**config.mk**
```make
export PLATFORM = sky130hd
export DESIGN_NAME = current_sample_monitor_unit
export DESIGN_NICKNAME = d
export VERILOG_FILES = /design/src/rtl/csm_pkg.sv /design/src/rtl/current_sample_monitor_unit.sv
export VERILOG_INCLUDE_DIRS = /design/src /design/src/rtl
export SDC_FILE = /design/constraint.sdc
export NUM_CORES = 2
export LEC_CHECK = 0
export ABC_AREA = 0
export ABC_CLOCK_PERIOD_IN_PS = 10800
export BUFFER_PORTS_ARGS = -buffer_cell sky130_fd_sc_hd__buf_2
export CORE_ASPECT_RATIO = 1.4
export CORE_UTILIZATION = 52
export CTS_CLUSTER_DIAMETER = 150
export DETAILED_ROUTE_END_ITERATION = 8
export PLACE_DENSITY = 0.77
export SYNTH_ARGS = -nofsm -noshare
export SYNTH_HDL_FRONTEND = slang
export SYNTH_SLANG_ARGS = --single-unit
```
**constraint.sdc**
```tcl
create_clock -name clk -period 10.8 [get_ports clk]
set_input_delay 3.24 -clock clk [delete_from_list [all_inputs] [get_ports clk]]
set_output_delay 3.24 -clock clk [all_outputs]
set_load 0.05 [all_outputs]
```
**src/rtl/current_sample_monitor_unit_defines.svh**
```systemverilog
// Assertion macros for the current sample monitor.
// Included by the top level; no other dependencies.
`ifndef CURRENT_SAMPLE_MONITOR_UNIT_DEFINES_SVH
`define CURRENT_SAMPLE_MONITOR_UNIT_DEFINES_SVH
`ifndef SYNTHESIS
`define CSM_ASSERT(lbl, clk, rst_n, prop) \
	lbl: assert property (@(posedge clk) disable iff (!rst_n) prop) else $error("csm check failed");
`define CSM_ASSERT_NORST(lbl, clk, prop) \
	lbl: assert property (@(posedge clk) prop) else $error("csm check failed");
`else
`define CSM_ASSERT(lbl, clk, rst_n, prop)
`define CSM_ASSERT_NORST(lbl, clk, prop)
`endif
`endif

```
**src/rtl/csm_pkg.sv**
```systemverilog
// Package for the current sample monitor: sizes, register indexes, status codes, sequencer states.
// No dependencies.
`default_nettype none
package csm_pkg;
	localparam int GroupSamples = 10;
	localparam int AvgWindow = 8;
	localparam int StatWindow = 50;
	localparam int AvgLog = 3;

	localparam logic [2:0] RegDeadband = 3'd0;
	localparam logic [2:0] RegSupply   = 3'd1;
	localparam logic [2:0] RegDetect   = 3'd2;
	localparam logic [2:0] RegStartup  = 3'd3;
	localparam logic [2:0] RegRunning  = 3'd4;
	localparam logic [2:0] RegNoise    = 3'd5;

	localparam logic [2:0] StStopped  = 3'd0;
	localparam logic [2:0] StRunning  = 3'd1;
	localparam logic [2:0] StStarting = 3'd2;
	localparam logic [2:0] StDetected = 3'd3;
	localparam logic [2:0] StNoise    = 3'd4;
	localparam logic [2:0] StWeak     = 3'd5;

	typedef enum logic [6:0] {
		S_IDLE  = 7'b0000001,
		S_DIV   = 7'b0000010,
		S_RING  = 7'b0000100,
		S_SQ    = 7'b0001000,
		S_MS    = 7'b0010000,
		S_SQRT  = 7'b0100000,
		S_OUT   = 7'b1000000
	} state_t;
endpackage
`default_nettype wire

```
**src/rtl/current_sample_monitor_unit.sv**
```systemverilog
// Current sample monitor: deadband, group and moving average, window stats, rms, power, load status.
// Depends on csm_pkg and current_sample_monitor_unit_defines.svh.
//
// A sample that does not complete a group of ten is added to the group sum. A
// completing sample runs a sequencer: a bit-serial divide by ten, a ring step,
// a shift-add square, a restoring divide of the square sum by the window count,
// a load step, a 16-step digit-by-digit square root with the power product
// formed by shift-add alongside it, a divide of the power product by 1000 and an
// output step. The serial dividers take up most of the sequence.
// No input is taken until the result word has been taken by the receiver.
// Configuration writes are taken at any time.
`default_nettype none
`include "current_sample_monitor_unit_defines.svh"
module current_sample_monitor_unit (
	input  wire logic               clk,
	input  wire logic               arst_n,
	input  wire logic               cfg_valid,
	output logic                    cfg_ready,
	input  wire logic [2:0]         cfg_index,
	input  wire logic [15:0]        cfg_data,
	input  wire logic               in_valid,
	output logic                    in_stall,
	input  wire logic signed [15:0] sample_ma,
	output logic                    out_valid,
	input  wire logic               out_stall,
	output logic signed [15:0]      present_ma,
	output logic signed [15:0]      smoothed_ma,
	output logic signed [15:0]      peak_high_ma,
	output logic signed [15:0]      peak_low_ma,
	output logic [15:0]             rms_ma,
	output logic [21:0]             power_mw,
	output logic [5:0]              window_count,
	output logic [2:0]              load_status
);
	// config registers
	logic [14:0] deadband_q, detect_q, startup_q, running_q, noise_q;
	logic [15:0] supply_q;

	assign cfg_ready = 1'b1;
	always_ff @(posedge clk or negedge arst_n) begin
		if (!arst_n) begin
			deadband_q <= 15'd50;
			supply_q   <= 16'd5000;
			detect_q   <= 15'd100;
			startup_q  <= 15'd200;
			running_q  <= 15'd300;
			noise_q    <= 15'd50;
		end else if (cfg_valid) begin
			unique case (cfg_index)
				csm_pkg::RegDeadband: deadband_q <= cfg_data[14:0];
				csm_pkg::RegSupply:   supply_q   <= cfg_data;
				csm_pkg::RegDetect:   detect_q   <= cfg_data[14:0];
				csm_pkg::RegStartup:  startup_q  <= cfg_data[14:0];
				csm_pkg::RegRunning:  running_q  <= cfg_data[14:0];
				csm_pkg::RegNoise:    noise_q    <= cfg_data[14:0];
				default: ;
			endcase
		end
	end

	csm_pkg::state_t state_q;
	logic accept_in, accept_out;
	assign in_stall   = (state_q != csm_pkg::S_IDLE) || out_valid;
	assign accept_in  = in_valid && !in_stall;
	assign accept_out = out_valid && !out_stall;

	// deadband on the incoming sample
	logic [16:0] in_mag;
	logic signed [15:0] in_db;
	assign in_mag = sample_ma[15] ? (17'd0 - {sample_ma[15], sample_ma}) : {1'b0, sample_ma};
	assign in_db  = (in_mag < {2'b00, deadband_q}) ? 16'sd0 : sample_ma;

	logic signed [19:0] gsum_q;
	logic [3:0] gfill_q;
	logic signed [15:0] ring_q [csm_pkg::AvgWindow];
	logic [2:0] rptr_q;
	logic signed [18:0] rsum_q;
	logic [5:0] scount_q;
	logic signed [15:0] shigh_q, slow_q;
	logic [36:0] sqsum_q;

	// shared serial divider: quotient/remainder shifting
	logic [36:0] dnum_q;     // numerator shifting out, quotient shifting in
	logic [20:0] drem_q;     // partial remainder
	logic [5:0] dcnt_q;
	logic signed [15:0] present_q;
	logic [15:0] pmag_q;
	logic [31:0] prod_q;     // square/power product
	logic [15:0] mcand_q;
	logic [33:0] root_rem_q;
	logic [15:0] root_q;
	logic [36:0] ms_q;
	logic dneg_q;
	logic [1:0] phase_q;     // 0 group, 1 mean square, 2 power

	logic [20:0] trial;
	logic [20:0] dsor;
	always_comb begin
		case (phase_q)
			2'd0: dsor = 21'd10;
			2'd1: dsor = {15'd0, scount_q};
			default: dsor = 21'd1000;
		endcase
		trial = {drem_q[19:0], dnum_q[36]};
	end

	// ring add and averaged value
	logic signed [18:0] rsum_next;
	logic [18:0] rabs;
	logic signed [15:0] smooth;
	assign rsum_next = rsum_q + 19'(present_q) - 19'(ring_q[rptr_q]);
	assign rabs = rsum_q[18] ? (19'd0 - rsum_q) : rsum_q;
	assign smooth = rsum_q[18] ? 16'(0 - (rabs >> csm_pkg::AvgLog))
	                           : 16'(rabs >> csm_pkg::AvgLog);

	// square root step
	logic [33:0] rtrial;
	assign rtrial = {root_rem_q[31:0], ms_q[31:30]} - {16'd0, root_q, 2'b01};

	logic [16:0] pres_mag_w;
	assign pres_mag_w = {1'b0, pmag_q};

	logic [2:0] status;
	always_comb begin
		if (pmag_q == 16'd0 && root_q < {1'b0, noise_q}) status = csm_pkg::StStopped;
		else if (root_q >= {1'b0, running_q}) status = csm_pkg::StRunning;
		else if (root_q >= {1'b0, startup_q}) status = csm_pkg::StStarting;
		else if (pres_mag_w >= {2'b00, detect_q}) status = csm_pkg::StDetected;
		else if (pmag_q == 16'd0) status = csm_pkg::StNoise;
		else status = csm_pkg::StWeak;
	end

	logic [19:0] qmag;
	logic signed [19:0] qsig;
	logic [16:0] qabs;
	assign qmag = dnum_q[19:0];
	assign qsig = dneg_q ? (20'd0 - qmag) : qmag;
	assign qabs = qmag[16:0];

	// sequencer
	always_ff @(posedge clk or negedge arst_n) begin
		if (!arst_n) begin
			state_q <= csm_pkg::S_IDLE;
			out_valid <= 1'b0;
			gsum_q <= '0; gfill_q <= '0; rptr_q <= '0; rsum_q <= '0;
			scount_q <= '0; shigh_q <= '0; slow_q <= '0; sqsum_q <= '0;
			for (int i = 0; i < csm_pkg::AvgWindow; i++) ring_q[i] <= '0;
			phase_q <= 2'd0; dcnt_q <= '0;
			dnum_q <= '0; drem_q <= '0; dneg_q <= 1'b0;
			present_q <= '0; pmag_q <= '0; prod_q <= '0; mcand_q <= '0;
			root_rem_q <= '0; root_q <= '0; ms_q <= '0;
			present_ma <= '0; smoothed_ma <= '0; peak_high_ma <= '0; peak_low_ma <= '0;
			rms_ma <= '0; power_mw <= '0; window_count <= '0; load_status <= '0;
		end else begin
			if (accept_out) out_valid <= 1'b0;
			unique case (state_q)
				csm_pkg::S_IDLE: if (accept_in) begin
					if (gfill_q == 4'(csm_pkg::GroupSamples - 1)) begin
						logic signed [19:0] tot;
						tot = gsum_q + 20'(in_db);
						dneg_q <= tot[19];
						// magnitude at the top so it shifts out MSB first
						dnum_q <= {tot[19] ? (20'd0 - tot) : tot, 17'd0};
						drem_q <= '0;
						dcnt_q <= 6'd20;
						phase_q <= 2'd0;
						gsum_q <= '0; gfill_q <= '0;
						state_q <= csm_pkg::S_DIV;
					end else begin
						gsum_q <= gsum_q + 20'(in_db);
						gfill_q <= gfill_q + 4'd1;
					end
				end
				csm_pkg::S_DIV: begin
					// one restoring quotient bit per cycle
					if (trial >= dsor) begin
						drem_q <= trial - dsor;
						dnum_q <= {dnum_q[35:0], 1'b1};
					end else begin
						drem_q <= trial;
						dnum_q <= {dnum_q[35:0], 1'b0};
					end
					dcnt_q <= dcnt_q - 6'd1;
					if (dcnt_q == 6'd1) begin
						unique case (phase_q)
							2'd0: state_q <= csm_pkg::S_RING;
							2'd1: state_q <= csm_pkg::S_MS;
							default: state_q <= csm_pkg::S_OUT;
						endcase
					end
				end
				csm_pkg::S_RING: begin
					// deadband on the group average
					logic signed [15:0] p;
					p = (qabs < {2'b00, deadband_q}) ? 16'sd0 : qsig[15:0];
					present_q <= p;
					pmag_q <= (qabs < {2'b00, deadband_q}) ? 16'd0 : qabs[15:0];
					mcand_q <= (qabs < {2'b00, deadband_q}) ? 16'd0 : qabs[15:0];
					prod_q <= '0;
					dcnt_q <= 6'd16;
					state_q <= csm_pkg::S_SQ;
				end
				csm_pkg::S_SQ: begin
					// shift-add square, multiplier bits MSB first
					logic [31:0] acc;
					if (dcnt_q == 6'd16) begin
						// first cycle also folds in ring and window updates
						rsum_q <= rsum_next;
						ring_q[rptr_q] <= present_q;
						rptr_q <= rptr_q + 3'd1;
						if (scount_q >= 6'(csm_pkg::StatWindow) || scount_q == 6'd0) begin
							scount_q <= 6'd1;
							shigh_q <= present_q; slow_q <= present_q;
						end else begin
							scount_q <= scount_q + 6'd1;
							if (present_q > shigh_q) shigh_q <= present_q;
							if (present_q < slow_q) slow_q <= present_q;
						end
					end
					acc = {prod_q[30:0], 1'b0} + (mcand_q[15] ? {16'd0, pmag_q} : 32'd0);
					prod_q <= acc;
					mcand_q <= {mcand_q[14:0], 1'b0};
					dcnt_q <= dcnt_q - 6'd1;
					if (dcnt_q == 6'd1) begin
						logic [36:0] ns;
						ns = (scount_q == 6'd1) ? {5'd0, acc} : sqsum_q + {5'd0, acc};
						sqsum_q <= ns;
						dnum_q <= ns;
						drem_q <= '0;
						dneg_q <= 1'b0;
						phase_q <= 2'd1;
						dcnt_q <= 6'd37;
						state_q <= csm_pkg::S_DIV;
					end
				end
				csm_pkg::S_MS: begin
					ms_q <= dnum_q;
					root_rem_q <= '0;
					root_q <= '0;
					// supply bits drive the power shift-add, MSB first
					mcand_q <= supply_q;
					prod_q <= '0;
					dcnt_q <= 6'd16;
					state_q <= csm_pkg::S_SQRT;
				end
				csm_pkg::S_SQRT: begin
					logic [31:0] pacc;
					// two radicand bits per step, one root bit out
					if (!rtrial[33]) begin
						root_rem_q <= rtrial;
						root_q <= {root_q[14:0], 1'b1};
					end else begin
						root_rem_q <= {root_rem_q[31:0], ms_q[31:30]};
						root_q <= {root_q[14:0], 1'b0};
					end
					ms_q <= {ms_q[34:0], 2'b00};
					// power product: |smoothed| times supply
					pacc = {prod_q[30:0], 1'b0} + (mcand_q[15] ? {16'd0, rabs[18:3]} : 32'd0);
					prod_q <= pacc;
					mcand_q <= {mcand_q[14:0], 1'b0};
					dcnt_q <= dcnt_q - 6'd1;
					if (dcnt_q == 6'd1) begin
						dnum_q <= {5'd0, pacc};
						drem_q <= '0;
						phase_q <= 2'd2;
						dcnt_q <= 6'd37;
						state_q <= csm_pkg::S_DIV;
					end
				end
				csm_pkg::S_OUT: begin
					present_ma <= present_q;
					smoothed_ma <= smooth;
					peak_high_ma <= shigh_q;
					peak_low_ma <= slow_q;
					rms_ma <= root_q;
					power_mw <= dnum_q[21:0];
					window_count <= scount_q;
					load_status <= status;
					out_valid <= 1'b1;
					state_q <= csm_pkg::S_IDLE;
				end
				default: state_q <= csm_pkg::S_IDLE;
			endcase
		end
	end

	// checks
	`CSM_ASSERT(a_onehot, clk, arst_n, $onehot(state_q))
	`CSM_ASSERT(a_no_in_busy, clk, arst_n, (state_q != csm_pkg::S_IDLE) |-> in_stall)
	`CSM_ASSERT(a_out_from_seq, clk, arst_n, $rose(out_valid) |-> $past(state_q == csm_pkg::S_OUT))
	`CSM_ASSERT(a_count_range, clk, arst_n, out_valid |-> (window_count != 6'd0 && window_count <= 6'(csm_pkg::StatWindow)))
endmodule
`default_nettype wire
```
; Word level (Yosys, flattened, before mapping)
; Index checks and enable logic that the tools add are counted.
[word_totals]
reg_bits = 684
in_bits = 40
out_inout_bits = 114
word_cells = 209
[classes]
addsub = 17
n_lt_le_gt_ge = 12
n_eq_ne = 24
muxes = 69
n_bitwise = 1
n_reduce_logical = 42
[op_table]
columns = op, count
row1 = $mux 16, 14
row2 = $mux 37, 5
row3 = $pmux 37 s4, 1
row4 = $bwmux 128, 1
row5 = $pmux 32 s2, 2
row6 = $mux 20, 6
row7 = $pmux 31 s3, 1
row8 = $add 32x16->32, 2
row9 = $pmux 20 s3, 1
row10 = $bmux 16 s3, 1
row11 = $demux 16 s3, 1
row12 = $ge 16x15->1, 3
row13 = $pmux 16 s3, 1
row14 = $add 37x32->37, 1
row15 = $pmux 7 s5, 1
row16 = $lt 17x15->1, 2
row17 = $sub 34x18->34, 1
row18 = $mux 32, 1
row19 = $pmux 16 s2, 1
row20 = $sub 1x16->16 const A, 2
row21 = $mux 7, 4
row22 = $mux 6, 4
row23 = $pmux 6 s4, 1
row24 = $ge 21x10->1, 1
row25 = 60 further kinds, 107

; Longest topological paths before layout
[logic_depth]
depth_word = 10
depth_mapped = 28
mapped_depth_nobuf = 26

; Worst setup path before layout
; Ideal clock, no wire load.
[synth_path]
path_kind = input port to flip-flop
start = input port sample_ma[4]
end = register dnum_q[36]
setup_time_ps = 66
t_arrival_ps = 8810
t_required_ps = 10734
setup_slack_ps = 1924
cell_stages = 25
path_buffers = 1
path_cell_list = nor4_1 -> nand2b_1 -> nor2_1 -> nand3_1 -> o41ai_1 -> xnor2_1 -> ha_1 -> a211oi_1 -> o211ai_1 -> a21oi_1 -> nor4b_1 -> o21ai_0 -> and2_1 -> clkbuf_1 -> nor2_1 -> ha_1 -> fa_1 -> xor2_1 -> or3_1 -> or3_1 -> nor4_1 -> nand4_1 -> or3_1 -> o31ai_1 -> o31a_1
[synth_between]
elab_chain_cells = 10
[synth_rtl]
columns = item, line_no
row1 = "start, declared", current_sample_monitor_unit.sv:23  ; input wire logic signed [15:0] sample_ma,
row2 = $sub 1x16->17, current_sample_monitor_unit.sv:70  ; assign in_mag = sample_ma[15] ? (17'd0 - {sample_ma[15], sample_ma}) : {1'b0, sample_ma};
row3 = $mux 17, current_sample_monitor_unit.sv:70
row4 = $lt 17x15->1, current_sample_monitor_unit.sv:71  ; assign in_db = (in_mag < {2'b00, deadband_q}) ? 16'sd0 : sample_ma;
row5 = $mux 16 (*), current_sample_monitor_unit.sv:71
row6 = $add 20x16->20 (*), current_sample_monitor_unit.sv:160  ; tot = gsum_q + 20'(in_db);
row7 = $sub 1x20->20, current_sample_monitor_unit.sv:163  ; dnum_q <= {tot[19] ? (20'd0 - tot) : tot, 17'd0};
row8 = $mux 20 (*), current_sample_monitor_unit.sv:163
row9 = $mux 37 (*), current_sample_monitor_unit.sv:158  ; if (gfill_q == 4'(csm_pkg::GroupSamples - 1)) begin
row10 = $mux 37 (*), current_sample_monitor_unit.sv:157  ; csm_pkg::S_IDLE: if (accept_in) begin
row11 = $pmux 37 s4 (*), current_sample_monitor_unit.sv:156  ; unique case (state_q)
row12 = "end signal, assigned", current_sample_monitor_unit.sv:163
row13 = "end signal, assigned", current_sample_monitor_unit.sv:178  ; dnum_q <= {dnum_q[35:0], 1'b1};
row14 = "end signal, assigned", current_sample_monitor_unit.sv:181  ; dnum_q <= {dnum_q[35:0], 1'b0};
row15 = "end, declared", current_sample_monitor_unit.sv:83  ; logic [36:0] dnum_q;
; Every way passes the cells marked *; elsewhere a longest branch is shown, timed or not. The select of a mux whose other input is x is not followed.
; A chain may end at the register's enable or synchronous reset.

; Worst setup path after layout
[layout_path]
start = input port sample_ma[4]
end = register dnum_q[18]
; The elaborated chain is that of the path after synthesis.

==> out/summary.log <==
INFO  critical_path  worstSetupEndpointType=flip-flop
INFO  global_route   globalRouteTotalUtil=28.99%
INFO  placed_design  finalWeightedCongestion=0.9648
INFO  critical_path  crit_arrival=10.12ns
INFO  sta            fmaxAchievable=0.1040GHz
INFO  floorplan      floorplan.die.height=333.6um
INFO  cells_and_area area_growth_syn_to_layout=10.45%
INFO  synthesis      main_combinational_cell_family_by_area_after_synthesis=compound AO/OA/AOI/OAI gates
INFO  sta            worst_clock_skew=0.02828ns
INFO  sta            slew_headroom=23.43%
INFO  clock_tree     post_cts_resized=0
INFO  synthesis      ys_seq_area_share=41.92%
INFO  critical_path  path_max_fanout=22
INFO  power_and_ir_drop clock_power_share=36.0%
INFO  synthesis      synthDominantAreaCellType=dfrtp_1
INFO  floorplan      io_pins=154
INFO  cells_and_area layout.filler_cells=6715
INFO  floorplan      die_area=79670um2
INFO  sta            rsz0062_at_grt=false
INFO  synthesis      synth_cell_types=96
INFO  power_and_ir_drop power_density=155.9nW/um2
INFO  run_status     run_status=complete, no violations
INFO  drt            drt_first_pass_iters=6
INFO  power_and_ir_drop combinational_power_share=22.7%
INFO  cells_and_area layout.cells.non_filler=5551
INFO  drt            via_per_inst=5.982
INFO  clock_tree     cts.path.max_buffers=3
INFO  placed_design  numPlacedInstances=5428
INFO  floorplan      horizontal_die_dimension=238.8um
INFO  drt            wl_per_cell=20.56um
INFO  global_route   first_pass_grt_wire_length=181700um
INFO  placed_design  detailedPlacementHpwl=82150um
INFO  drt            finalWirelength=114100um
INFO  synthesis      synth-compound-area-share=16.99%
INFO  clock_tree     cts_hold_buf=0
INFO  clock_tree     post_cts_buffers=0
INFO  global_route   overflow=0
INFO  clock_tree     numClockSinks=683
INFO  global_route   grt_max_degree=197
INFO  hold_path      class_of_the_tightest_hold_or_removal_check=reg2reg
INFO  synthesis      synthDominantCellAreaShare=40.51%
INFO  synthesis      syn-num-nets=4697
INFO  floorplan      placement_rows=121
INFO  cells_and_area leading_cell_type_in_the_layout_fill_and_taps_excluded=nand2_1
INFO  synthesis      synthArstFlopShare=100.0%
INFO  synthesis      yosys.area_share.adder=8.972%
INFO  clock_tree     cts_max_level=3
INFO  synthesis      synth-seq-cells=683
INFO  power_and_ir_drop internal_power_summed_over_all_cells=4845uW
INFO  synthesis      synthCells=4378
INFO  drt            detail_route.drc_violations=0
INFO  sta            final_min_period_over_clock_period=89.06%
INFO  power_and_ir_drop pwr-share-seq=41.3%
INFO  power_and_ir_drop static-leakage-power=0.02153uW
INFO  power_and_ir_drop total_switching_power=2186uW
INFO  synthesis      edff_count_synth=0
INFO  cells_and_area antenna_cells=0
INFO  sta            measured_slew_at_the_worst_slew_check_pin=1.146ns
INFO  cells_and_area nets_final=4774
INFO  global_route   grt_pass1_vias=33153
INFO  clock_tree     clock_tree.root_cell=clkbuf_16
INFO  critical_path  critPathKind=in2reg
INFO  power_and_ir_drop netSwitchingFraction=31.09%
INFO  critical_path  r2r_slack=4.55ns
INFO  sta            finalMaxSlewViolations=0
INFO  synthesis      synth_top_cells_by_area=dfrtp_1, ha_1, nand2_1, o21ai_0, mux2_2
INFO  cells_and_area share_of_cells_above_drive_strength_1=12.92%
INFO  power_and_ir_drop max-vdd-ir-drop=0.1902mV
INFO  clock_tree     worst_setup_hold_path_clk_slew=0.07ns
INFO  sta            timing.final.hold_violations=0
INFO  synthesis      synth-simple-area-share=14.86%
INFO  clock_tree     cts_inserted_buffers=70
INFO  drt            num_vias=33204
INFO  synthesis      synth_xor_area_share=5.019%
INFO  synthesis      synth_ff_type=dfrtp_1
INFO  drt            drt_iter0_markers=2636
INFO  sta            timing.final.crit_period=9.619ns
INFO  synthesis      synth_area=40830um2
INFO  placed_design  io_buffers=152
INFO  floorplan      core_area=77820um2
INFO  critical_path  worst_ep_required_time=11.30ns
INFO  drt            drtAntennaViolNets=0
INFO  synthesis      synth_mux_area_share=7.933%
INFO  sta            final.setup.tns=0ns
INFO  clock_tree     tritoncts_clock_tree=yes
INFO  run            cap_viol_max_count=0
INFO  clock_tree     clk-insertion-delay-late=0.64ns
INFO  sta            setup_viol_count_final=0
INFO  cells_and_area final_cell_mix=nand2_1, dfrtp_1, o21ai_0
INFO  synthesis      synth.avg_cell_area=9.327um2
INFO  floorplan      initial_utilization=52.47%
INFO  synthesis      ys_warn_count=0
INFO  critical_path  cp-start-kind=input pin
INFO  global_route   initial_antenna_violation_count=0
[worst paths after layout]
kind	cells after the start	end	from
worst max-delay path	26	dnum_q[18]$_DFFE_PN0P_	sample_ma[4]
worst min-delay path	2	ms_q[2]$_DFFE_PN0P_	ms_q[0]$_DFFE_PN0P_
worst max register to register	22	dnum_q[36]$_DFFE_PN0P_	mcand_q[15]$_DFFE_PN0P_
worst min register to register	2	ms_q[2]$_DFFE_PN0P_	ms_q[0]$_DFFE_PN0P_
max in group asynchronous	2	rptr_q[2]$_DFFE_PN0P_	arst_n
min in group asynchronous	1	gfill_q[1]$_DFFE_PN0P_	arst_n
[cell type report]
type,instances,area [um2],area share (%)
Multi-Input combinational cell,3237,22070,48.93
Sequential cell,683,17120,37.96
Inverter,246,923.4,2.047
Tap cell,1045,1308,2.899
Clock buffer,96,2029,4.500
Timing Repair Buffer,217,1309,2.902
Clock inverter,27,341.6,0.7574
[cells by family after synthesis]
logic type                 after synthesis
AOI/OAI and AO/OA                     1122
xor gates and xnor gates               234
adders and majority gates              279
buffers and inverters                  458
DFF                                    683
muxes                                  266
other                                    1
and+or+nand+nor                       1335
[synth_stat cells, drive strengths merged (79+ instances only)]
cell    number
a21o        79
a21oi      192
clkbuf     181
dfrtp      661
ha         256
inv        243
mux2       141
mux2i       93
nand2      703
nor2       218
o21ai      496
xnor2      152
xor2        82
[critical path, stage by stage]
cell and delay [ns]:
buf_2 0.13, nor4_1 0.44, nand2b_1 0.13, nor2_1 0.25
nand3_1 0.13, o41ai_1 0.39, xnor2_1 0.18, ha_1 0.26
a211oi_1 0.31, o211ai_1 0.14, a21oi_1 0.24, nor4b_1 0.09
o21ai_0 0.17, and2_1 0.53, nor2b_1 0.10, ha_1 0.39
a21o_1 0.25, a211oi_2 0.29, a21o_1 0.17, a21oi_1 0.12
a31oi_1 0.25, o21ai_0 0.19, xnor2_2 0.83, mux2_2 0.43
a222oi_1 0.33, o211ai_1 0.13
[per-layer routing]
layer | GRT usage, % | vias to the layer above | part of all wire [%]
met5 | 0 | - | 0
met4 | 19.24 | 0 | 7.4
met3 | 3.865 | 376 | 5.1
met2 | 49.69 | 1033 | 49
met1 | 33.74 | 16257 | 39
li1 | - | 15538 | -
[state kept, by name, summed over array words and instances (netlist names), 19 cells and up]
register,cells
prod_q,31
drem_q,20
ring_q,128
ms_q,32
root_rem_q,32
gsum_q,20
dnum_q,37
power_mw,22
sqsum_q,37
rsum_q,19
[metrics by stage]
stage	hold WS, ns	instance area, um2	worst slack (ns)	util (%)	total power [uW]
5_1_grt	0.4933	45100	0.4795	57.96	7361
6_report	0.4663	45100	1.181	57.96	7030
3_3_place_gp	0.4555	42730	0.6586	54.91	4489
3_5_place_dp	0.4584	42730	0.6080	54.91	4526
4_1_cts	0.4738	45100	1.215	57.96	7063
2_1_floorplan	0.4446	40830	1.924	-	4064
[power groups by stage]
stage                     Clock [uW]  Combinational (uW)  Sequential [uW]
after floorplan                    0                1180             2880
after detailed placement           0                1580             2940
final                           2530                1590             2900
after global placement             0                1550             2940
after CTS                       2570                1600             2900
after global routing            2660                1780             2920
(Power assumes the default switching activity.)
